`config.mk`:
```
export PLATFORM = sky130hd
export DESIGN_NAME = rbtr_pixel_unit
export DESIGN_NICKNAME = d
export VERILOG_FILES = /design/src/rtl/rotated_bitmap_text_renderer_defines.svh /design/src/rtl/rbtr_pkg.sv /design/src/rtl/rbtr_pixel_unit.sv
export SDC_FILE = /design/constraint.sdc
export NUM_CORES = 1
export LEC_CHECK = 0
export ABC_AREA = 1
export BUFFER_PORTS_ARGS = -buffer_cell sky130_fd_sc_hd__buf_2
export CAP_MARGIN = 20
export CORE_MARGIN = 2
export CORE_UTILIZATION = 45
export CTS_CLUSTER_SIZE = 12
export DETAILED_ROUTE_END_ITERATION = 8
export PLACE_DENSITY = 0.81
export SLEW_MARGIN = 20
export SYNTH_ARGS = -nofsm -noshare
export SYNTH_HDL_FRONTEND = slang
export SYNTH_SLANG_ARGS = --single-unit
```
`constraint.sdc`:
```
create_clock -name clk -period 3.2 [get_ports clk]
set_input_delay 0.8 -clock clk [delete_from_list [all_inputs] [get_ports clk]]
set_output_delay 0.8 -clock clk [all_outputs]
set_load 0.01 [all_outputs]
```
`src/rtl/rotated_bitmap_text_renderer_defines.svh`:
```
// Assertion macros shared by the renderer RTL.
// Each macro expects signals named clk and rst in the module that uses it.
`ifndef ROTATED_BITMAP_TEXT_RENDERER_DEFINES_SVH
`define ROTATED_BITMAP_TEXT_RENDERER_DEFINES_SVH

// Same-cycle implication, disabled while reset is high.
`define RBTR_ASSERT_IMPLIES(lbl, ante, cons, msg) \
  lbl: assert property (@(posedge clk) disable iff (rst) (ante) |-> (cons)) \
    else $error(msg);

// Next-cycle implication, disabled while reset is high.
`define RBTR_ASSERT_NEXT(lbl, ante, cons, msg) \
  lbl: assert property (@(posedge clk) disable iff (rst) (ante) |=> (cons)) \
    else $error(msg);

`endif

```
`src/rtl/rbtr_pkg.sv`:
```
// Shared types, constants and the 5x7 glyph table of the bitmap text renderer.
// No dependencies; every RTL module of the block imports it.
`timescale 1ns / 1ps
`default_nettype none

package rbtr_pkg;

  localparam int PANEL_WIDTH_DEF  = 80;
  localparam int PANEL_HEIGHT_DEF = 128;

  localparam int GLYPH_COLS = 5;
  localparam int GLYPH_ROWS = 7;

  localparam logic [7:0] PIX_MSB   = 8'h80;
  localparam logic [7:0] FILL_BYTE = 8'hFF;

  localparam int         CFG_ADDR_W     = 3;
  localparam logic       CFG_ROTATE_IDX = 1'b0;
  localparam logic [1:0] ROTATE_RESET   = 2'd1;

  typedef enum logic [1:0] {
    OP_CLEAR = 2'd0,
    OP_PIXEL = 2'd1,
    OP_CHAR  = 2'd2,
    OP_READ  = 2'd3
  } op_t;

  // Column-major glyph: element 0 is the left column, bit 0 the top row.
  typedef logic [0:GLYPH_COLS-1][7:0] glyph_t;

  // Result of the pixel address unit, apart from the byte address itself.
  typedef struct packed {
    logic       hit;
    logic       white;
    logic [7:0] mask;
  } pix_ctl_t;

  function automatic glyph_t glyph_lookup(input logic [7:0] code);
    glyph_t g;
    unique case (code)
      8'h30:   g = {8'h3E, 8'h51, 8'h49, 8'h45, 8'h3E};
      8'h31:   g = {8'h00, 8'h42, 8'h7F, 8'h40, 8'h00};
      8'h32:   g = {8'h42, 8'h61, 8'h51, 8'h49, 8'h46};
      8'h33:   g = {8'h21, 8'h41, 8'h45, 8'h4B, 8'h31};
      8'h34:   g = {8'h18, 8'h14, 8'h12, 8'h7F, 8'h10};
      8'h35:   g = {8'h27, 8'h45, 8'h45, 8'h45, 8'h39};
      8'h36:   g = {8'h3C, 8'h4A, 8'h49, 8'h49, 8'h30};
      8'h37:   g = {8'h01, 8'h71, 8'h09, 8'h05, 8'h03};
      8'h38:   g = {8'h36, 8'h49, 8'h49, 8'h49, 8'h36};
      8'h39:   g = {8'h06, 8'h49, 8'h49, 8'h29, 8'h1E};
      8'h43:   g = {8'h3E, 8'h41, 8'h41, 8'h41, 8'h22};
      8'h4D:   g = {8'h7F, 8'h02, 8'h0C, 8'h02, 8'h7F};
      8'h54:   g = {8'h01, 8'h01, 8'h7F, 8'h01, 8'h01};
      8'h55:   g = {8'h3F, 8'h40, 8'h40, 8'h40, 8'h3F};
      8'h65:   g = {8'h38, 8'h54, 8'h54, 8'h54, 8'h18};
      8'h6D:   g = {8'h7C, 8'h04, 8'h18, 8'h04, 8'h78};
      8'h70:   g = {8'h7C, 8'h14, 8'h14, 8'h14, 8'h08};
      8'h3A:   g = {8'h00, 8'h36, 8'h36, 8'h00, 8'h00};
      8'h2E:   g = {8'h00, 8'h60, 8'h60, 8'h00, 8'h00};
      8'h2D:   g = {8'h08, 8'h08, 8'h08, 8'h08, 8'h08};
      default: g = '0;  // Space and every code without a glyph are blank.
    endcase
    return g;
  endfunction

endpackage

`default_nettype wire

```
`src/rtl/rbtr_pixel_unit.sv`:
```
// Shared pixel address unit: clip, rotate and map one logical pixel to a store byte.
// Depends on rbtr_pkg. Results are registered.
`timescale 1ns / 1ps
`default_nettype none

module rbtr_pixel_unit
  import rbtr_pkg::*;
#(
  parameter int PANEL_WIDTH  = PANEL_WIDTH_DEF,
  parameter int PANEL_HEIGHT = PANEL_HEIGHT_DEF,
  parameter int ADDR_W       = 11
) (
  input  wire logic              clk,
  input  wire logic [8:0]        pix_x,
  input  wire logic [8:0]        pix_y,
  input  wire logic              pix_white,
  input  wire logic [1:0]        rot,
  output      logic [ADDR_W-1:0] addr,
  output      pix_ctl_t          ctl
);

  localparam int ROW_BYTES = (PANEL_WIDTH + 7) / 8;
  localparam int PROD_W    = 14;

  logic              on_panel;
  logic [7:0]        px;
  logic [7:0]        py;
  logic [PROD_W-1:0] row_base;
  logic [ADDR_W-1:0] addr_next;

  always_comb begin
    on_panel = (pix_x < 9'(PANEL_HEIGHT)) && (pix_y < 9'(PANEL_WIDTH));
    px = rot[0] ? 8'(PANEL_WIDTH - 1) - pix_y[7:0] : pix_y[7:0];
    py = rot[1] ? 8'(PANEL_HEIGHT - 1) - pix_x[7:0] : pix_x[7:0];
    row_base  = PROD_W'(py) * PROD_W'(ROW_BYTES);
    addr_next = ADDR_W'(row_base + PROD_W'(px[7:3]));
  end

  always_ff @(posedge clk) begin
    addr      <= addr_next;
    ctl.hit   <= on_panel;
    ctl.white <= pix_white;
    ctl.mask  <= PIX_MSB >> px[2:0];
  end

endmodule

`default_nettype wire

```
======== Word level (Yosys, flattened, before mapping) ========
Cells that the tools add are included.
operators by class
  $lt $le $gt $ge ......................... 2
  reductions and logical operators ........ 1
  muxes and demuxes ....................... 2
  $add $sub $neg .......................... 3
  multiply operators ...................... 1
  shift-type cells ........................ 1
operator list
  kind                                                                          number
  8-bit two-way mux                                                             2
  7-bit by 8-bit subtractor with 8-bit output, first input constant             2
  11-bit by 5-bit adder with 11-bit output                                      1
  8-bit by 3-bit multiplier with 10-bit output, second input constant           1
  9-bit by 7-bit less-than comparator with 1-bit output, second input constant  1
  9-bit by 8-bit less-than comparator with 1-bit output, second input constant  1
  8-bit by 3-bit right shift with 8-bit output, first input constant            1
  1-bit logical AND                                                             1
storage, ports and cells
  logic and storage cells ................. 14
  output and inout bits ................... 21
  bits of input ports ..................... 22
  bits in registers ....................... 21

======== Logic depth before layout (Yosys ltp) ========
  depth in word-level cells ............... 4
  depth in mapped cells ................... 18
  gate-level depth less buffers ........... 17

======== Worst setup path after synthesis ========
No wires, ideal clock.
  kind .................................... input-to-reg
  from .................................... in rot[1]
  to ...................................... reg addr[10]
  setup time .............................. 112 ps
  stages on the path ...................... 15
  buffers on the path ..................... 1
  required time ........................... 3088 ps
  arrival time ............................ 3014 ps
  slack ................................... 74 ps
  cell sequence ........................... buf_6 xnor2_1 inv_1 ha_1 ha_1 fa_1 nand2_1 nor2_1 nand2_1 nand3_1 nand2_1 nor3_1 nand2_1 nand2_1 nand2_1
between the ends
  longest elaborated chain between the ends .. 3
RTL lines
  item                                          RTL line               text
  start, declared                               rbtr_pixel_unit.sv:17  input wire logic [1:0] rot,
  8-bit two-way mux                             rbtr_pixel_unit.sv:34  py = rot[1] ? 8'(PANEL_HEIGHT - 1) - pix_x[7:0] : pix_x[7:0];
  8-bit by 3-bit multiplier with 10-bit output  rbtr_pixel_unit.sv:35  row_base = PROD_W'(py) * PROD_W'(ROW_BYTES);
  11-bit by 5-bit adder with 11-bit output      rbtr_pixel_unit.sv:36  addr_next = ADDR_W'(row_base + PROD_W'(px[7:3]));
  net addr_next[10]                             rbtr_pixel_unit.sv:29  logic [ADDR_W-1:0] addr_next;
  end signal, assigned                          rbtr_pixel_unit.sv:40  addr <= addr_next;
  end, declared                                 rbtr_pixel_unit.sv:18  output logic [ADDR_W-1:0] addr,
The timed path passes the listed nets, and every way through them passes these cells.

======== Worst setup path in the final report ========
Same ends and word-level chain as after synthesis.

==> run summary <==
The flow ran to the end, but the final reports show violations. The final reports fail on DRC. The area used by multi-input combinational logic was 817.0 sq um. The flip-flop cell with the highest count after synthesis is dfxtp_1. The sequential standard cell area is 420.4 sq um. Number of global-route vias before repair: 1,059.

The largest area contributor in the synthesized netlist is dfxtp_1. By area the synthesized netlist is led by dfxtp_1 (31%), ha_1 (12%), nand2_1 (11%), xor2_1 (7.1%), inv_1 (6.9%). The cell count after synthesis came out at 177.

In the final routed layout, each cell accounts on average for 9.500 um. In the final design database the tool counted 263 nets. In this run, synthesis produced a sequential element count of 21. STA classifies the critical path startpoint as a primary input. The fraction of registers with async set or reset after synthesis is 0.

On the worst path, the slowest cell contributes a delay of 0.51 ns. From bottom edge to top edge, the die measures 58.93 um. The critical path goes through buf_2 -> xnor2_1 -> inv_1 -> ha_1 -> ha_1 -> fa_1 -> nand2_1 -> nor2_1 -> nand2_1 -> nand3_1 -> nand2_1 -> nor3_1 -> nand2_1 -> nand2_1 -> nand2_1. The relative slew slack was 0.7592. Net switching component of the power: 0.0003324 W.

The master of the slowest instance on the critical path was fa_1. The number of synthesized flops with an enable pin is 0, and the total cell area at the placement stage is 1620 sq um. Synthesized area: 1358 sq um. The most common cell in the synthesized netlist was nand2_1. The count of final hold-check violations was 0; the sequential cell area fraction in the yosys report was 0.3097. By count the netlist is led by nand2_1 (39), inv_1 (25), dfxtp_1 (21). CTS placed an instance of clkbuf_4 at the clock tree root. Internal power comes to 0.0005485 W. Along the worst path, the maximum fanout reaches 6. The slew at the pin closest to its max-slew limit works out to 0.3599 ns. The share of power burned in the clock network is 0.142. In this run the worst setup path terminates at addr[10]$_DFF_P_.

The tools report the final core area utilization as 0.5874. The number of hold buffers added after CTS was 0. The clock period could shrink to 2.849 ns. The count of cell types in the netlist is 28, and the cell area after layout is 1648 sq um.

Total inserted antenna cells: 0. Compared with the post-synthesis result, the final layout area differs by 21.38%. The number of pins with negative max-slew slack in the final report is 0, and the H-tree depth reported by CTS is 1. Once detail routing completed, the nets flagged for antenna violations numbered 0. The clock sink count came out at 21. The launch point of the worst path is rot[1]. The first global-routing pass estimated 4167 um of wire. The initial antenna violation count is 0, and the number of fill cells is 266.

After floorplanning, the core was sized to cover 2805 sq um. Mean cell area of the mapped netlist: 7.670 sq um. Setup repair after global routing left no endpoint under its margin. Die span in x: 58.93 um.

I/O pin total: 43. The critical path depth was 15; the part of the power in combinational logic was 0.475. On the critical path the largest part of the delay comes from adder cells. The combined global-route utilization of all metal layers was 0.1575; the final estimated routing congestion in global placement was 0.8520. The number of gates resized after CTS was 0. Final hold analysis gives a worst-case slack of 0.5880 ns.

Category of the most critical setup path: in -> reg. The detailed-route vias per instance is 4.648. TritonCTS built the clock tree. For this design the ratio of total power to cell area is 534.6 nW/um^2.

The number of endpoints failing setup at the final stage was 0. For this block, the initial DRC count from the detailed router was 23. The number of detailed-route iterations in the first pass is 6, and the post-route fraction of the period consumed by the critical path is 0.8902.

The via total after detailed routing is 1,190, and the fraction of layout cells with a size suffix above 1 is 0.2800. Counting stages on the worst path, the most repeated cell is nand2_1. The critical path data arrival time was 3.05 ns; the maximum clock frequency was 351.0 MHz.

After clock tree synthesis, the clock-pin slew on the worst setup and hold paths is 0.12 ns. The number of buffers inserted by port buffering is 42. The die covers 3472 sq um. The share of the synthesized area in the top cell type came out at 0.3097.

Type of the tightest min-delay check: in -> reg. After global routing the overflow that remains totals 0. For the starting density of the core, the log shows 0.4839. The run gives 0 as the post-CTS repair timing setup buffer count.

Together, buffers and inverters on the worst path number 2. Counting the buffers created by CTS gives 3. The run gives 2 as the number of buffers on the longest clock path.

The switching fraction of total power came out at 0.3773. The initialized floorplan defines 19 standard-cell rows. In the routed design, unresolved DRC markers number 4.

The placed wire-length estimate is 2102 um, and the maximum vdd ir drop is 0.0002241 V. Entering global routing, the biggest net connects 13 pins. For this design the static power due to leakage is 0.9168 nW.

STA classifies the critical path endpoint as a flop. The net count of the mapped netlist is 214, and the overall routed net length is 2432 um. Number of warnings printed during yosys synthesis: 0. The sequential fraction of design power is 0.383, and the number of max-cap violations is 0. The total negative setup slack came out at 0 ns.

STA puts the critical path data required time at 3.41 ns.
## layout make-up
| type | instances | share of cell area |
|---|---|---|
| multi-input cells | 127 | 0.4958 |
| inverters | 27 | 0.06302 |
| clock buffers | 3 | 0.01367 |
| well taps | 31 | 0.02354 |
| clock inverters | 1 | 0.003037 |
| repair buffers | 46 | 0.1458 |
| flip-flops and latches | 21 | 0.2551 |
## per-layer routing
layer	part of all wire	track usage	routed length (um)
met5	0	0	0
met4	0.017	0.06818	42
met3	0.049	0.03077	119
met2	0.49	0.2778	1182
met1	0.45	0.1839	1087
## registers in the layout, indices dropped and copies added, names as in the netlist
signal  cells
ctl        10
addr       11
## cell families after synthesis
group / Yosys count / synth area share
AOI/OAI and AO/OA: 8 / 0.03226
xor gates and xnor gates: 20 / 0.1346
adders and majority gates: 15 / 0.1493
buffers and inverters: 29 / 0.08848
DFF: 21 / 0.3097
and+or+nand+nor: 84 / 0.2857
## power groups by stage
stage / Combinational (W) / Sequential (W) / Clock [W]
floorplan: 0.000255 / 0.000381 / 0
global placement: 0.000409 / 0.000343 / 0
detailed placement: 0.000418 / 0.000344 / 0
CTS: 0.000422 / 0.000339 / 0.000129
global route: 0.000476 / 0.000345 / 0.000140
finish: 0.000418 / 0.000338 / 0.000125
## through the flow
step,power (W),cells,setup WS [ns]
after floorplan,0.0006353,177,0.07376
after global placement,0.0007520,252,0.1078
after detailed placement,0.0007619,252,0.04994
after CTS,0.0008902,256,0.3605
after global routing,0.0009603,256,0.1150
final,0.0008809,256,0.3512
## layout by cell type, fill, tap and decap left out
cell	instances
nor3b_1	1
dfxtp_1	21
a31oi_1	1
buf_4	4
inv_4	1
a21oi_1	4
clkbuf_4	3
nor2_4	1
buf_2	42
nand2_1	39
o21a_1	1
nand2_4	2
fa_1	2
nand2_2	5
nand3_2	1
nor3_2	1
xnor2_1	8
xor2_2	1
o21ai_1	1
nand3b_1	1
xor2_1	11
ha_1	13
inv_1	25
nand3_1	10
o21ai_0	1
nand4_1	1
clkinv_2	1
inv_2	1
nor3_1	2
nor2_1	20
## worst min-delay path by stage
stage | startpoint | to | slack (ns) | cells after the start
floorplan | pix_white | ctl[8]$_DFF_P_ | 0.83 | 0
global placement | pix_white | ctl[8]$_DFF_P_ | 0.91 | 1
detailed placement | pix_white | ctl[8]$_DFF_P_ | 0.91 | 1
CTS | pix_white | ctl[8]$_DFF_P_ | 0.58 | 1
global route | pix_white | ctl[8]$_DFF_P_ | 0.57 | 1
finish | pix_white | ctl[8]$_DFF_P_ | 0.59 | 1
Note: power is estimated with default switching activity, not from simulation.
